===== config.mk =====
export PLATFORM = sky130hd
export DESIGN_NAME = two_way_signal_phase_sequencer_core
export DESIGN_NICKNAME = d
export VERILOG_FILES = /design/src/rtl/twsps_pkg.sv /design/src/rtl/twsps_cfg.sv /design/src/rtl/twsps_step.sv /design/src/rtl/two_way_signal_phase_sequencer_core.sv
export SDC_FILE = /design/constraint.sdc
export NUM_CORES = 1
export LEC_CHECK = 0
export ABC_CLOCK_PERIOD_IN_PS = 17350
export BUFFER_PORTS_ARGS = -buffer_cell sky130_fd_sc_hd__buf_2
export CORE_ASPECT_RATIO = 1.25
export CORE_UTILIZATION = 65
export DETAILED_ROUTE_END_ITERATION = 7
export GPL_TIMING_DRIVEN = 0
export PLACE_DENSITY = 0.92
export SLEW_MARGIN = 20
export SYNTH_ARGS = -nofsm -noshare
export SYNTH_HDL_FRONTEND = slang
export SYNTH_SLANG_ARGS = --single-unit
export TNS_END_PERCENT = 1

===== constraint.sdc =====
create_clock -name clk -period 17.35 [get_ports clk]
set_input_delay 0.8675 -clock clk [delete_from_list [all_inputs] [get_ports clk]]
set_output_delay 0.8675 -clock clk [all_outputs]
set_load 0.03 [all_outputs]

===== src/rtl/twsps_pkg.sv =====
`timescale 1ns / 1ps

package twsps_pkg;

	// Fixed timing constants of the phase plan.
	localparam int unsigned MsPerSecond = 1000;
	localparam logic [7:0] GreenMaxS = 8'd180;
	localparam logic [3:0] ShortMaxS = 4'd10;

	localparam int unsigned PhaseW = 3;
	localparam int unsigned LeftW  = 18;
	localparam int unsigned SeqW   = 32;
	localparam int unsigned AgeW   = 16;
	localparam int unsigned CfgIdxW = 3;
	localparam int unsigned CfgDataW = 16;

	// Action codes of an input item.
	localparam logic [2:0] ActTick      = 3'd0;
	localparam logic [2:0] ActStart     = 3'd1;
	localparam logic [2:0] ActStop      = 3'd2;
	localparam logic [2:0] ActEmergency = 3'd3;
	localparam logic [2:0] ActPeerAck   = 3'd4;

	// Phase codes.
	localparam logic [PhaseW-1:0] PhStopped = 3'd0;
	localparam logic [PhaseW-1:0] PhGreenA  = 3'd1;
	localparam logic [PhaseW-1:0] PhYellowA = 3'd2;
	localparam logic [PhaseW-1:0] PhRedAB   = 3'd3;
	localparam logic [PhaseW-1:0] PhGreenB  = 3'd4;
	localparam logic [PhaseW-1:0] PhYellowB = 3'd5;
	localparam logic [PhaseW-1:0] PhRedBA   = 3'd6;

	// Phase sequencer states, one bit per phase.
	typedef enum logic [6:0] {
		StStopped = 7'b000_0001,
		StGreenA  = 7'b000_0010,
		StYellowA = 7'b000_0100,
		StRedAB   = 7'b000_1000,
		StGreenB  = 7'b001_0000,
		StYellowB = 7'b010_0000,
		StRedBA   = 7'b100_0000
	} phase_state_t;

	// Lamp codes.
	localparam logic [1:0] LampRed    = 2'd0;
	localparam logic [1:0] LampYellow = 2'd1;
	localparam logic [1:0] LampGreen  = 2'd2;

	// Mode codes.
	localparam logic [1:0] ModeAllRed = 2'd0;
	localparam logic [1:0] ModeSynced = 2'd1;
	localparam logic [1:0] ModeAuto   = 2'd2;
	localparam logic [1:0] ModeFault  = 2'd3;

	// Configuration register indexes.
	localparam logic [CfgIdxW-1:0] RegGreenA   = 3'd0;
	localparam logic [CfgIdxW-1:0] RegYellowA  = 3'd1;
	localparam logic [CfgIdxW-1:0] RegRedAB    = 3'd2;
	localparam logic [CfgIdxW-1:0] RegGreenB   = 3'd3;
	localparam logic [CfgIdxW-1:0] RegYellowB  = 3'd4;
	localparam logic [CfgIdxW-1:0] RegRedBA    = 3'd5;
	localparam logic [CfgIdxW-1:0] RegPeerTmo  = 3'd6;
	localparam logic [CfgIdxW-1:0] RegSyncIntv = 3'd7;

	typedef struct packed {
		logic [2:0]  action;
		logic        start_permitted;
		logic [31:0] ack_sequence;
	} item_t;

	typedef struct packed {
		logic [2:0]  phase;
		logic [1:0]  lamp_a;
		logic [1:0]  lamp_b;
		logic        is_running;
		logic        emergency_red;
		logic [1:0]  mode;
		logic [17:0] remaining_ms;
		logic [31:0] sequence_res;
		logic        link_up;
		logic        send_sync;
		logic [31:0] peer_sequence;
		logic        start_refused;
	} result_t;

	typedef struct packed {
		logic [7:0]  green_a_secs;
		logic [3:0]  yellow_a_secs;
		logic [3:0]  red_a_to_b_seconds;
		logic [7:0]  green_b_secs;
		logic [3:0]  yellow_b_secs;
		logic [3:0]  red_b_to_a_seconds;
		logic [15:0] peer_tmo_ms;
		logic [15:0] sync_period_ms;
	} cfg_t;

	// Phase length in milliseconds from an already clamped seconds value.
	function automatic logic [LeftW-1:0] phase_ms(input logic [7:0] seconds);
		logic [LeftW-1:0] ms;
		ms = LeftW'(seconds) * LeftW'(MsPerSecond);
		return ms;
	endfunction

endpackage


===== src/rtl/twsps_cfg.sv =====
`timescale 1ns / 1ps

module twsps_cfg (
	input  logic                                clk,
	input  logic                                arst_n,
	input  logic                                cfg_valid,
	output logic                                cfg_ready,
	input  logic [twsps_pkg::CfgIdxW-1:0]       cfg_index,
	input  logic [twsps_pkg::CfgDataW-1:0]      cfg_data,
	output twsps_pkg::cfg_t                     cfg
);

	twsps_pkg::cfg_t cfg_q;

	// Writes are taken in any cycle.
	assign cfg_ready = 1'b1;
	assign cfg = cfg_q;

	// Register file with its reset plan.
	always_ff @(posedge clk or negedge arst_n) begin
		if (!arst_n) begin
			cfg_q.green_a_secs       <= 8'd30;
			cfg_q.yellow_a_secs      <= 4'd3;
			cfg_q.red_a_to_b_seconds <= 4'd2;
			cfg_q.green_b_secs       <= 8'd30;
			cfg_q.yellow_b_secs      <= 4'd3;
			cfg_q.red_b_to_a_seconds <= 4'd2;
			cfg_q.peer_tmo_ms        <= 16'd3000;
			cfg_q.sync_period_ms     <= 16'd250;
		end else if (cfg_valid && cfg_ready) begin
			case (cfg_index)
				twsps_pkg::RegGreenA:   cfg_q.green_a_secs       <= cfg_data[7:0];
				twsps_pkg::RegYellowA:  cfg_q.yellow_a_secs      <= cfg_data[3:0];
				twsps_pkg::RegRedAB:    cfg_q.red_a_to_b_seconds <= cfg_data[3:0];
				twsps_pkg::RegGreenB:   cfg_q.green_b_secs       <= cfg_data[7:0];
				twsps_pkg::RegYellowB:  cfg_q.yellow_b_secs      <= cfg_data[3:0];
				twsps_pkg::RegRedBA:    cfg_q.red_b_to_a_seconds <= cfg_data[3:0];
				twsps_pkg::RegPeerTmo:  cfg_q.peer_tmo_ms        <= cfg_data;
				twsps_pkg::RegSyncIntv: cfg_q.sync_period_ms     <= cfg_data;
				default: begin
				end
			endcase
		end
	end

endmodule


===== src/rtl/twsps_step.sv =====
`timescale 1ns / 1ps

module twsps_step (
	input  logic                clk,
	input  logic                arst_n,
	input  logic                fire,
	input  twsps_pkg::item_t    item,
	input  twsps_pkg::cfg_t     cfg,
	output twsps_pkg::result_t  result
);

	twsps_pkg::phase_state_t      phase_q, phase_d;
	logic                         running_q, running_d;
	logic                         emergency_q, emergency_d;
	logic                         fault_q, fault_d;
	logic [twsps_pkg::LeftW-1:0]  left_q, left_d;
	logic [twsps_pkg::SeqW-1:0]   seq_q, seq_d;
	logic [twsps_pkg::AgeW-1:0]   sync_age_q, sync_age_d;
	logic [twsps_pkg::AgeW-1:0]   peer_age_q, peer_age_d;
	logic                         contacted_q, contacted_d;
	logic [31:0]                  peer_seq_q, peer_seq_d;

	twsps_pkg::phase_state_t      next_phase;
	logic [7:0]                   next_sec;
	logic [7:0]                   green_a_sec;
	logic [twsps_pkg::LeftW-1:0]  left_dec;
	logic [twsps_pkg::AgeW:0]     sync_age_inc;
	logic                         sync;
	logic                         refused;
	logic                         linked;

	// Clamped green A time, used by start and by the wrap to A green.
	assign green_a_sec = (cfg.green_a_secs > twsps_pkg::GreenMaxS) ?
		twsps_pkg::GreenMaxS : cfg.green_a_secs;

	// Successor phase and its clamped length in seconds.
	always_comb begin
		case (phase_q)
			twsps_pkg::StGreenA: begin
				next_phase = twsps_pkg::StYellowA;
				next_sec = {4'd0, (cfg.yellow_a_secs > twsps_pkg::ShortMaxS) ?
					twsps_pkg::ShortMaxS : cfg.yellow_a_secs};
			end
			twsps_pkg::StYellowA: begin
				next_phase = twsps_pkg::StRedAB;
				next_sec = {4'd0, (cfg.red_a_to_b_seconds > twsps_pkg::ShortMaxS) ?
					twsps_pkg::ShortMaxS : cfg.red_a_to_b_seconds};
			end
			twsps_pkg::StRedAB: begin
				next_phase = twsps_pkg::StGreenB;
				next_sec = (cfg.green_b_secs > twsps_pkg::GreenMaxS) ?
					twsps_pkg::GreenMaxS : cfg.green_b_secs;
			end
			twsps_pkg::StGreenB: begin
				next_phase = twsps_pkg::StYellowB;
				next_sec = {4'd0, (cfg.yellow_b_secs > twsps_pkg::ShortMaxS) ?
					twsps_pkg::ShortMaxS : cfg.yellow_b_secs};
			end
			twsps_pkg::StYellowB: begin
				next_phase = twsps_pkg::StRedBA;
				next_sec = {4'd0, (cfg.red_b_to_a_seconds > twsps_pkg::ShortMaxS) ?
					twsps_pkg::ShortMaxS : cfg.red_b_to_a_seconds};
			end
			default: begin
				next_phase = twsps_pkg::StGreenA;
				next_sec = green_a_sec;
			end
		endcase
	end

	assign left_dec = (left_q != '0) ? left_q - 1'b1 : left_q;
	assign sync_age_inc = {1'b0, sync_age_q} + 1'b1;

	// Next state for the item in the input register.
	always_comb begin
		phase_d     = phase_q;
		running_d   = running_q;
		emergency_d = emergency_q;
		fault_d     = fault_q;
		left_d      = left_q;
		seq_d       = seq_q;
		sync_age_d  = sync_age_q;
		peer_age_d  = peer_age_q;
		contacted_d = contacted_q;
		peer_seq_d  = peer_seq_q;
		sync        = 1'b0;
		refused     = 1'b0;
		case (item.action)
			twsps_pkg::ActTick: begin
				left_d = left_dec;
				if (running_q && left_dec == '0) begin
					phase_d = next_phase;
					left_d = twsps_pkg::phase_ms(next_sec);
					seq_d = seq_q + 1'b1;
					sync = 1'b1;
				end
				if (sync_age_inc >= {1'b0, cfg.sync_period_ms}) begin
					sync_age_d = '0;
					sync = 1'b1;
				end else begin
					sync_age_d = sync_age_inc[twsps_pkg::AgeW-1:0];
				end
				if (contacted_q) begin
					if (peer_age_q == '1) begin
						contacted_d = 1'b0;
					end else begin
						peer_age_d = peer_age_q + 1'b1;
					end
				end
			end
			twsps_pkg::ActStart: begin
				if (item.start_permitted) begin
					fault_d = 1'b0;
					emergency_d = 1'b0;
					running_d = 1'b1;
					phase_d = twsps_pkg::StGreenA;
					left_d = twsps_pkg::phase_ms(green_a_sec);
					seq_d = seq_q + 1'b1;
					sync = 1'b1;
				end else begin
					refused = 1'b1;
				end
			end
			twsps_pkg::ActStop, twsps_pkg::ActEmergency: begin
				running_d = 1'b0;
				emergency_d = (item.action == twsps_pkg::ActEmergency);
				fault_d = (item.action == twsps_pkg::ActEmergency);
				phase_d = twsps_pkg::StStopped;
				left_d = '0;
				seq_d = seq_q + 1'b1;
				sync = 1'b1;
			end
			twsps_pkg::ActPeerAck: begin
				contacted_d = 1'b1;
				peer_age_d = '0;
				peer_seq_d = item.ack_sequence;
			end
			default: begin
			end
		endcase
	end

	assign linked = contacted_d && (peer_age_d <= cfg.peer_tmo_ms);

	// Result fields from the updated state.
	always_comb begin
		result.phase = twsps_pkg::PhStopped;
		result.lamp_a = twsps_pkg::LampRed;
		result.lamp_b = twsps_pkg::LampRed;
		case (phase_d)
			twsps_pkg::StGreenA: begin
				result.phase = twsps_pkg::PhGreenA;
				result.lamp_a = twsps_pkg::LampGreen;
			end
			twsps_pkg::StYellowA: begin
				result.phase = twsps_pkg::PhYellowA;
				result.lamp_a = twsps_pkg::LampYellow;
			end
			twsps_pkg::StRedAB: result.phase = twsps_pkg::PhRedAB;
			twsps_pkg::StGreenB: begin
				result.phase = twsps_pkg::PhGreenB;
				result.lamp_b = twsps_pkg::LampGreen;
			end
			twsps_pkg::StYellowB: begin
				result.phase = twsps_pkg::PhYellowB;
				result.lamp_b = twsps_pkg::LampYellow;
			end
			twsps_pkg::StRedBA: result.phase = twsps_pkg::PhRedBA;
			default: begin
			end
		endcase
		result.is_running = running_d;
		result.emergency_red = emergency_d;
		if (fault_d) begin
			result.mode = twsps_pkg::ModeFault;
		end else if (running_d) begin
			result.mode = linked ? twsps_pkg::ModeSynced : twsps_pkg::ModeAuto;
		end else begin
			result.mode = twsps_pkg::ModeAllRed;
		end
		result.remaining_ms = running_d ? left_d : '0;
		result.sequence_res = seq_d;
		result.link_up = linked;
		result.send_sync = sync;
		result.peer_sequence = peer_seq_d;
		result.start_refused = refused;
	end

	// Controller state, committed when the item moves to the result register.
	always_ff @(posedge clk or negedge arst_n) begin
		if (!arst_n) begin
			phase_q     <= twsps_pkg::StStopped;
			running_q   <= 1'b0;
			emergency_q <= 1'b1;
			fault_q     <= 1'b0;
			left_q      <= '0;
			seq_q       <= '0;
			sync_age_q  <= '0;
			peer_age_q  <= '0;
			contacted_q <= 1'b0;
			peer_seq_q  <= '0;
		end else if (fire) begin
			phase_q     <= phase_d;
			running_q   <= running_d;
			emergency_q <= emergency_d;
			fault_q     <= fault_d;
			left_q      <= left_d;
			seq_q       <= seq_d;
			sync_age_q  <= sync_age_d;
			peer_age_q  <= peer_age_d;
			contacted_q <= contacted_d;
			peer_seq_q  <= peer_seq_d;
		end
	end

	// A stopped controller shows no phase and no time left.
	a_stopped_idle: assert property (@(posedge clk) disable iff (!arst_n)
		!running_q |-> (phase_q == twsps_pkg::StStopped && left_q == '0))
		else $error("stopped controller holds a phase or time");

	// A running controller is always in exactly one of the six phases.
	a_running_phase: assert property (@(posedge clk) disable iff (!arst_n)
		running_q |-> (phase_q != twsps_pkg::StStopped && $onehot(phase_q)))
		else $error("running controller without a valid phase");

	// A fault only exists together with the emergency flag.
	a_fault_emerg: assert property (@(posedge clk) disable iff (!arst_n)
		fault_q |-> emergency_q)
		else $error("fault without emergency");

	// Any phase change bumps the sequence number by exactly one.
	a_phase_seq: assert property (@(posedge clk) disable iff (!arst_n)
		(fire && phase_d != phase_q) |=> (seq_q == $past(seq_q) + 1'b1))
		else $error("phase changed without a sequence bump");

endmodule


===== src/rtl/two_way_signal_phase_sequencer_core.sv =====
`timescale 1ns / 1ps

// Channel   Direction  Handshake                    Payload
// item      in         item_valid / item_stall      twsps_pkg::item_t
// result    out        result_valid / result_stall  twsps_pkg::result_t
// cfg       in         cfg_valid / cfg_ready        cfg_index, cfg_data
//
// Each item passes the input register, then the result register; one item
// is accepted per cycle while item_stall is low. The state update sits
// between the two registers and is committed as the item enters the result
// register. Reset sets the emergency flag, clears the other control state
// and loads the default phase plan. While result_stall is high and a result
// waits, the input register holds one more item and then item_stall rises.

module two_way_signal_phase_sequencer_core (
	input  logic                                clk,
	input  logic                                arst_n,
	input  logic                                item_valid,
	output logic                                item_stall,
	input  twsps_pkg::item_t                    item,
	output logic                                result_valid,
	input  logic                                result_stall,
	output twsps_pkg::result_t                  result,
	input  logic                                cfg_valid,
	output logic                                cfg_ready,
	input  logic [twsps_pkg::CfgIdxW-1:0]       cfg_index,
	input  logic [twsps_pkg::CfgDataW-1:0]      cfg_data
);

	twsps_pkg::cfg_t    cfg;
	twsps_pkg::item_t   item_s1;
	logic               item_valid_s1;
	twsps_pkg::result_t result_next;
	twsps_pkg::result_t result_s2;
	logic               result_valid_s2;
	logic               advance;
	logic               fire;

	twsps_cfg u_cfg (
		.clk       (clk),
		.arst_n    (arst_n),
		.cfg_valid (cfg_valid),
		.cfg_ready (cfg_ready),
		.cfg_index (cfg_index),
		.cfg_data  (cfg_data),
		.cfg       (cfg)
	);

	twsps_step u_step (
		.clk    (clk),
		.arst_n (arst_n),
		.fire   (fire),
		.item   (item_s1),
		.cfg    (cfg),
		.result (result_next)
	);

	// The result register can take a new item when empty or being drained.
	assign advance    = !result_valid_s2 || !result_stall;
	assign fire       = item_valid_s1 && advance;
	assign item_stall = item_valid_s1 && !advance;

	// Input register.
	always_ff @(posedge clk or negedge arst_n) begin
		if (!arst_n) begin
			item_valid_s1 <= 1'b0;
		end else if (!item_stall) begin
			item_valid_s1 <= item_valid;
		end
	end

	always_ff @(posedge clk) begin
		if (!item_stall && item_valid) begin
			item_s1 <= item;
		end
	end

	// Result register.
	always_ff @(posedge clk or negedge arst_n) begin
		if (!arst_n) begin
			result_valid_s2 <= 1'b0;
		end else if (advance) begin
			result_valid_s2 <= fire;
		end
	end

	always_ff @(posedge clk) begin
		if (fire) begin
			result_s2 <= result_next;
		end
	end

	assign result_valid = result_valid_s2;
	assign result       = result_s2;

endmodule


==> impl_metrics.env <==
export IMPL_critPathMaxStageDelay_ns=0.89
export IMPL_via_count=14900
export IMPL_clock_path_buffers=3
export IMPL_netlist_instances=1805
export IMPL_start_util_pct=66.7
export IMPL_maxSlewViolCount=0
export IMPL_setup_violations=0
export IMPL_ant_nets=0
export IMPL_synth_top_area_cell="dfrtp_1"
export IMPL_cts_tree="built"
export IMPL_rsz0062_at_grt="no"
export IMPL_yosys_warnings=0
export IMPL_fin_crit_ns=8.03
export IMPL_post_place_ws_ns=9.50
export IMPL_status="complete, no violations"
export IMPL_arrival_ns=8.45
export IMPL_nets=2207
export IMPL_r2r_start="u_step.phase_q[4]$_DFFE_PN0P_"
export IMPL_hold_viol=0
export IMPL_ys_ff_latch=323
export IMPL_io_buffers=154
export IMPL_power_mw=3.96
export IMPL_cts_hold_buffers=0
export IMPL_root_buffer="clkbuf_16"
export IMPL_cp_max_fo=8
export IMPL_grt_overflow=0
export IMPL_dp_hpwl_mm=34.1
export IMPL_max_freq_mhz=125
export IMPL_ys_types=83
export IMPL_fin_skew_ns=0.0105
export IMPL_io_pins=159
export IMPL_die_x_um=153
export IMPL_cpMaxStageDelayCell="nor3b_1"
export IMPL_wl_per_cell_um=20.2
export IMPL_vdd_ir_drop_max_mv=0.189
export IMPL_drt_pass1_iter_count=6
export IMPL_worstRegToRegCells=26
export IMPL_yosysTopAreaCellShare_pct=21.9
export IMPL_ys_flop_type="dfrtp_1"
export IMPL_num_rows=68
export IMPL_cp_startpoint="u_step.phase_q[4]$_DFFE_PN0P_"
export IMPL_final_common_cell="nand2_1"
export IMPL_clkLatencyLatePin_ns=0.59
export IMPL_drtIter0Drc=1393
export IMPL_synth_seq_area_share_pct=47.3
export IMPL_worstPathBufferInverterCount=4
export IMPL_p_leak_nw=9.67
export IMPL_synth_area_leaders="dfrtp_1 22%, edfxtp_1 21%, ha_1 7.4%"
export IMPL_routed_wl_mm=48.0
export IMPL_cts_repair_resized=0
export IMPL_grt_pass1_wl_mm=76.5
export IMPL_drive_above_1_share_pct=17.0
export IMPL_synth_edf_count=132
export IMPL_place_area_sq_mm=0.0199
export IMPL_power_density_mw_per_mm2=189
export IMPL_cts_buffers=31
export IMPL_grt_start_max_net_pins=86
export IMPL_finalInstanceArea_sq_mm=0.0210
export IMPL_hp_class="input pin to asynchronous set/reset pin"
export IMPL_start_kind="flip-flop"
export IMPL_htreeDepth=1
export IMPL_critPathTopFamily="simple AND/OR/NAND/NOR gates"
export IMPL_tightest_slew_ns=1.22
export IMPL_syn_avg_cell_area_sq_um=10.3
export IMPL_syn_nets=2016
export IMPL_dieArea_sq_mm=0.0292
export IMPL_maxCapViolCount=0
export IMPL_die_h_um=191
export IMPL_syn2layout_area_growth_pct=13.0
export IMPL_core_sq_mm=0.0278
export IMPL_crit_cells=26
export IMPL_gp_congestion=0.939
export IMPL_crit_path_end_kind="flip-flop"
export IMPL_netlist_area_sq_mm=0.0185
export IMPL_grt_pass1_vias=15200
export IMPL_finalCritPeriodShare_pct=46.3
export IMPL_holdWs_ns=0.137
export IMPL_totalNegativeSetupSlack_ns=0
export IMPL_critPathKind="flip-flop to flip-flop"
export IMPL_antenna_found_initial=4
export IMPL_path_common_cell="o21ai_0"
export IMPL_vias_per_cell=6.28
export IMPL_slew_headroom_pct=18.2
export IMPL_required_ns=17.77
export IMPL_drc=0
export IMPL_ys_async_sr_fraction_pct=59.1
export IMPL_postCtsSetupRepairBufs=0
export IMPL_grt_usage_pct=33.4
export IMPL_path_clk_slew_ns=0.07
export IMPL_cts_sinks=323
export IMPL_setup_slack_ns=9.32
export IMPL_layout_common_cells="320 x nand2_1, 162 x dfrtp_1, 156 x buf_2, 132 x edfxtp_1, 123 x inv_1"
## kinds of logic after synthesis
group                      count (synthesis)  synth area share (%)
adders and majority gates                151                  11.9
muxes                                     67                  4.05
DFF                                      323                  47.3
other                                      2                0.0405
AOI/OAI and AO/OA                        286                  10.2
and+or+nand+nor                          670                  17.1
buffers and inverters                    193                  4.05
xor gates and xnor gates                 113                  5.34
## Yosys cell counts, types with 23 or more instances
library cell / count
dfstp_2: 29
and3_1: 23
ha_1: 109
inv_1: 123
xor2_1: 47
xnor2_1: 66
o21ai_0: 85
mux2_2: 65
nand2_1: 320
fa_1: 42
dfrtp_1: 162
nor3_1: 31
nor2_1: 107
a21oi_1: 65
edfxtp_1: 132
clkbuf_1: 56
nand3_1: 43
## metal layers
metal | global-route usage (%) | vias to the layer above | routed length (um)
met1 | 38.2 | 7218 | 17400
met4 | 23.8 | 0 | 3630
met3 | 4.93 | 250 | 3080
li1 | - | 6680 | -
met2 | 57.8 | 766 | 23800
met5 | 0 | - | 0
## report_power, final
group	internal [mW]	leakage (nW)	switching (mW)
Combinational	0.906	5.41	1.32
Sequential	0.937	3.73	0.0870
Clock	0.399	0.524	0.305
Total	2.24	9.67	1.71
## worst register-to-register path, cell delays in order (launching register included)
cell	delay [ns]
dfrtp_1	0.36
clkbuf_1	0.20
or3_1	0.42
or3_1	0.36
nor3b_1	0.89
nand3b_1	0.16
nand4_1	0.14
nor2_1	0.05
a21oi_1	0.42
inv_1	0.18
fa_1	0.60
xnor2_1	0.13
ha_1	0.26
inv_1	0.09
fa_1	0.45
fa_1	0.52
inv_1	0.05
ha_1	0.33
o21ai_0	0.12
a21boi_0	0.16
o21ai_0	0.26
a21oi_1	0.17
or4b_2	0.65
a31oi_1	0.41
o21ai_0	0.13
o21ai_0	0.15
a32o_1	0.23
## sequential cells by signal, indices dropped and copies added, names as in the netlist
register,count
u_step.fault_q,1
result_valid,1
u_cfg.cfg,64
item_s1,36
u_step.contacted_q,1
u_step.phase_q,7
u_step.running_q,1
item_valid_s1,1
u_step.seq_q,32
u_step.peer_age_q,16
u_step.sync_age_q,16
result,96
u_step.emergency_q,1
u_step.left_q,18
u_step.peer_seq_q,32
## path summary, 6_finish.rpt
check	endpoint	slack, ns
min in group clk	item_s1[24]$_DFFE_PP_	0.46
hold / removal	u_cfg.cfg[14]$_DFFE_PN0P_	0.14
hold reg to reg	u_step.peer_seq_q[28]$_DFFE_PN0P_	0.49
setup / recovery	result[83]$_SDFFCE_PN0P_	9.32
max in group asynchronous	u_step.left_q[10]$_DFFE_PN0P_	16.45
setup reg to reg	result[83]$_SDFFCE_PN0P_	9.32
## stage by stage
stage               utilization [%]  instances
floorplan                         -       1805
global placement               71.0       2309
detailed placement             71.4       2313
CTS                            75.3       2371
global route                   75.3       2374
finish                         75.3       2374
## area by class of cell
| cell class | count | area [sq um] |
|---|---|---|
| antenna | 3 | 7.51 |
| sequential | 323 | 8780 |
| fill | 1691 | 6860 |
| clock buffer | 38 | 853 |
| tap | 350 | 438 |
| multi-input combinational | 1289 | 9030 |
| buffer | 70 | 294 |
| timing repair buffer | 158 | 883 |
| inverter | 123 | 462 |
| clock inverter | 20 | 218 |
No activity file was read; power rests on OpenSTA's default activity.
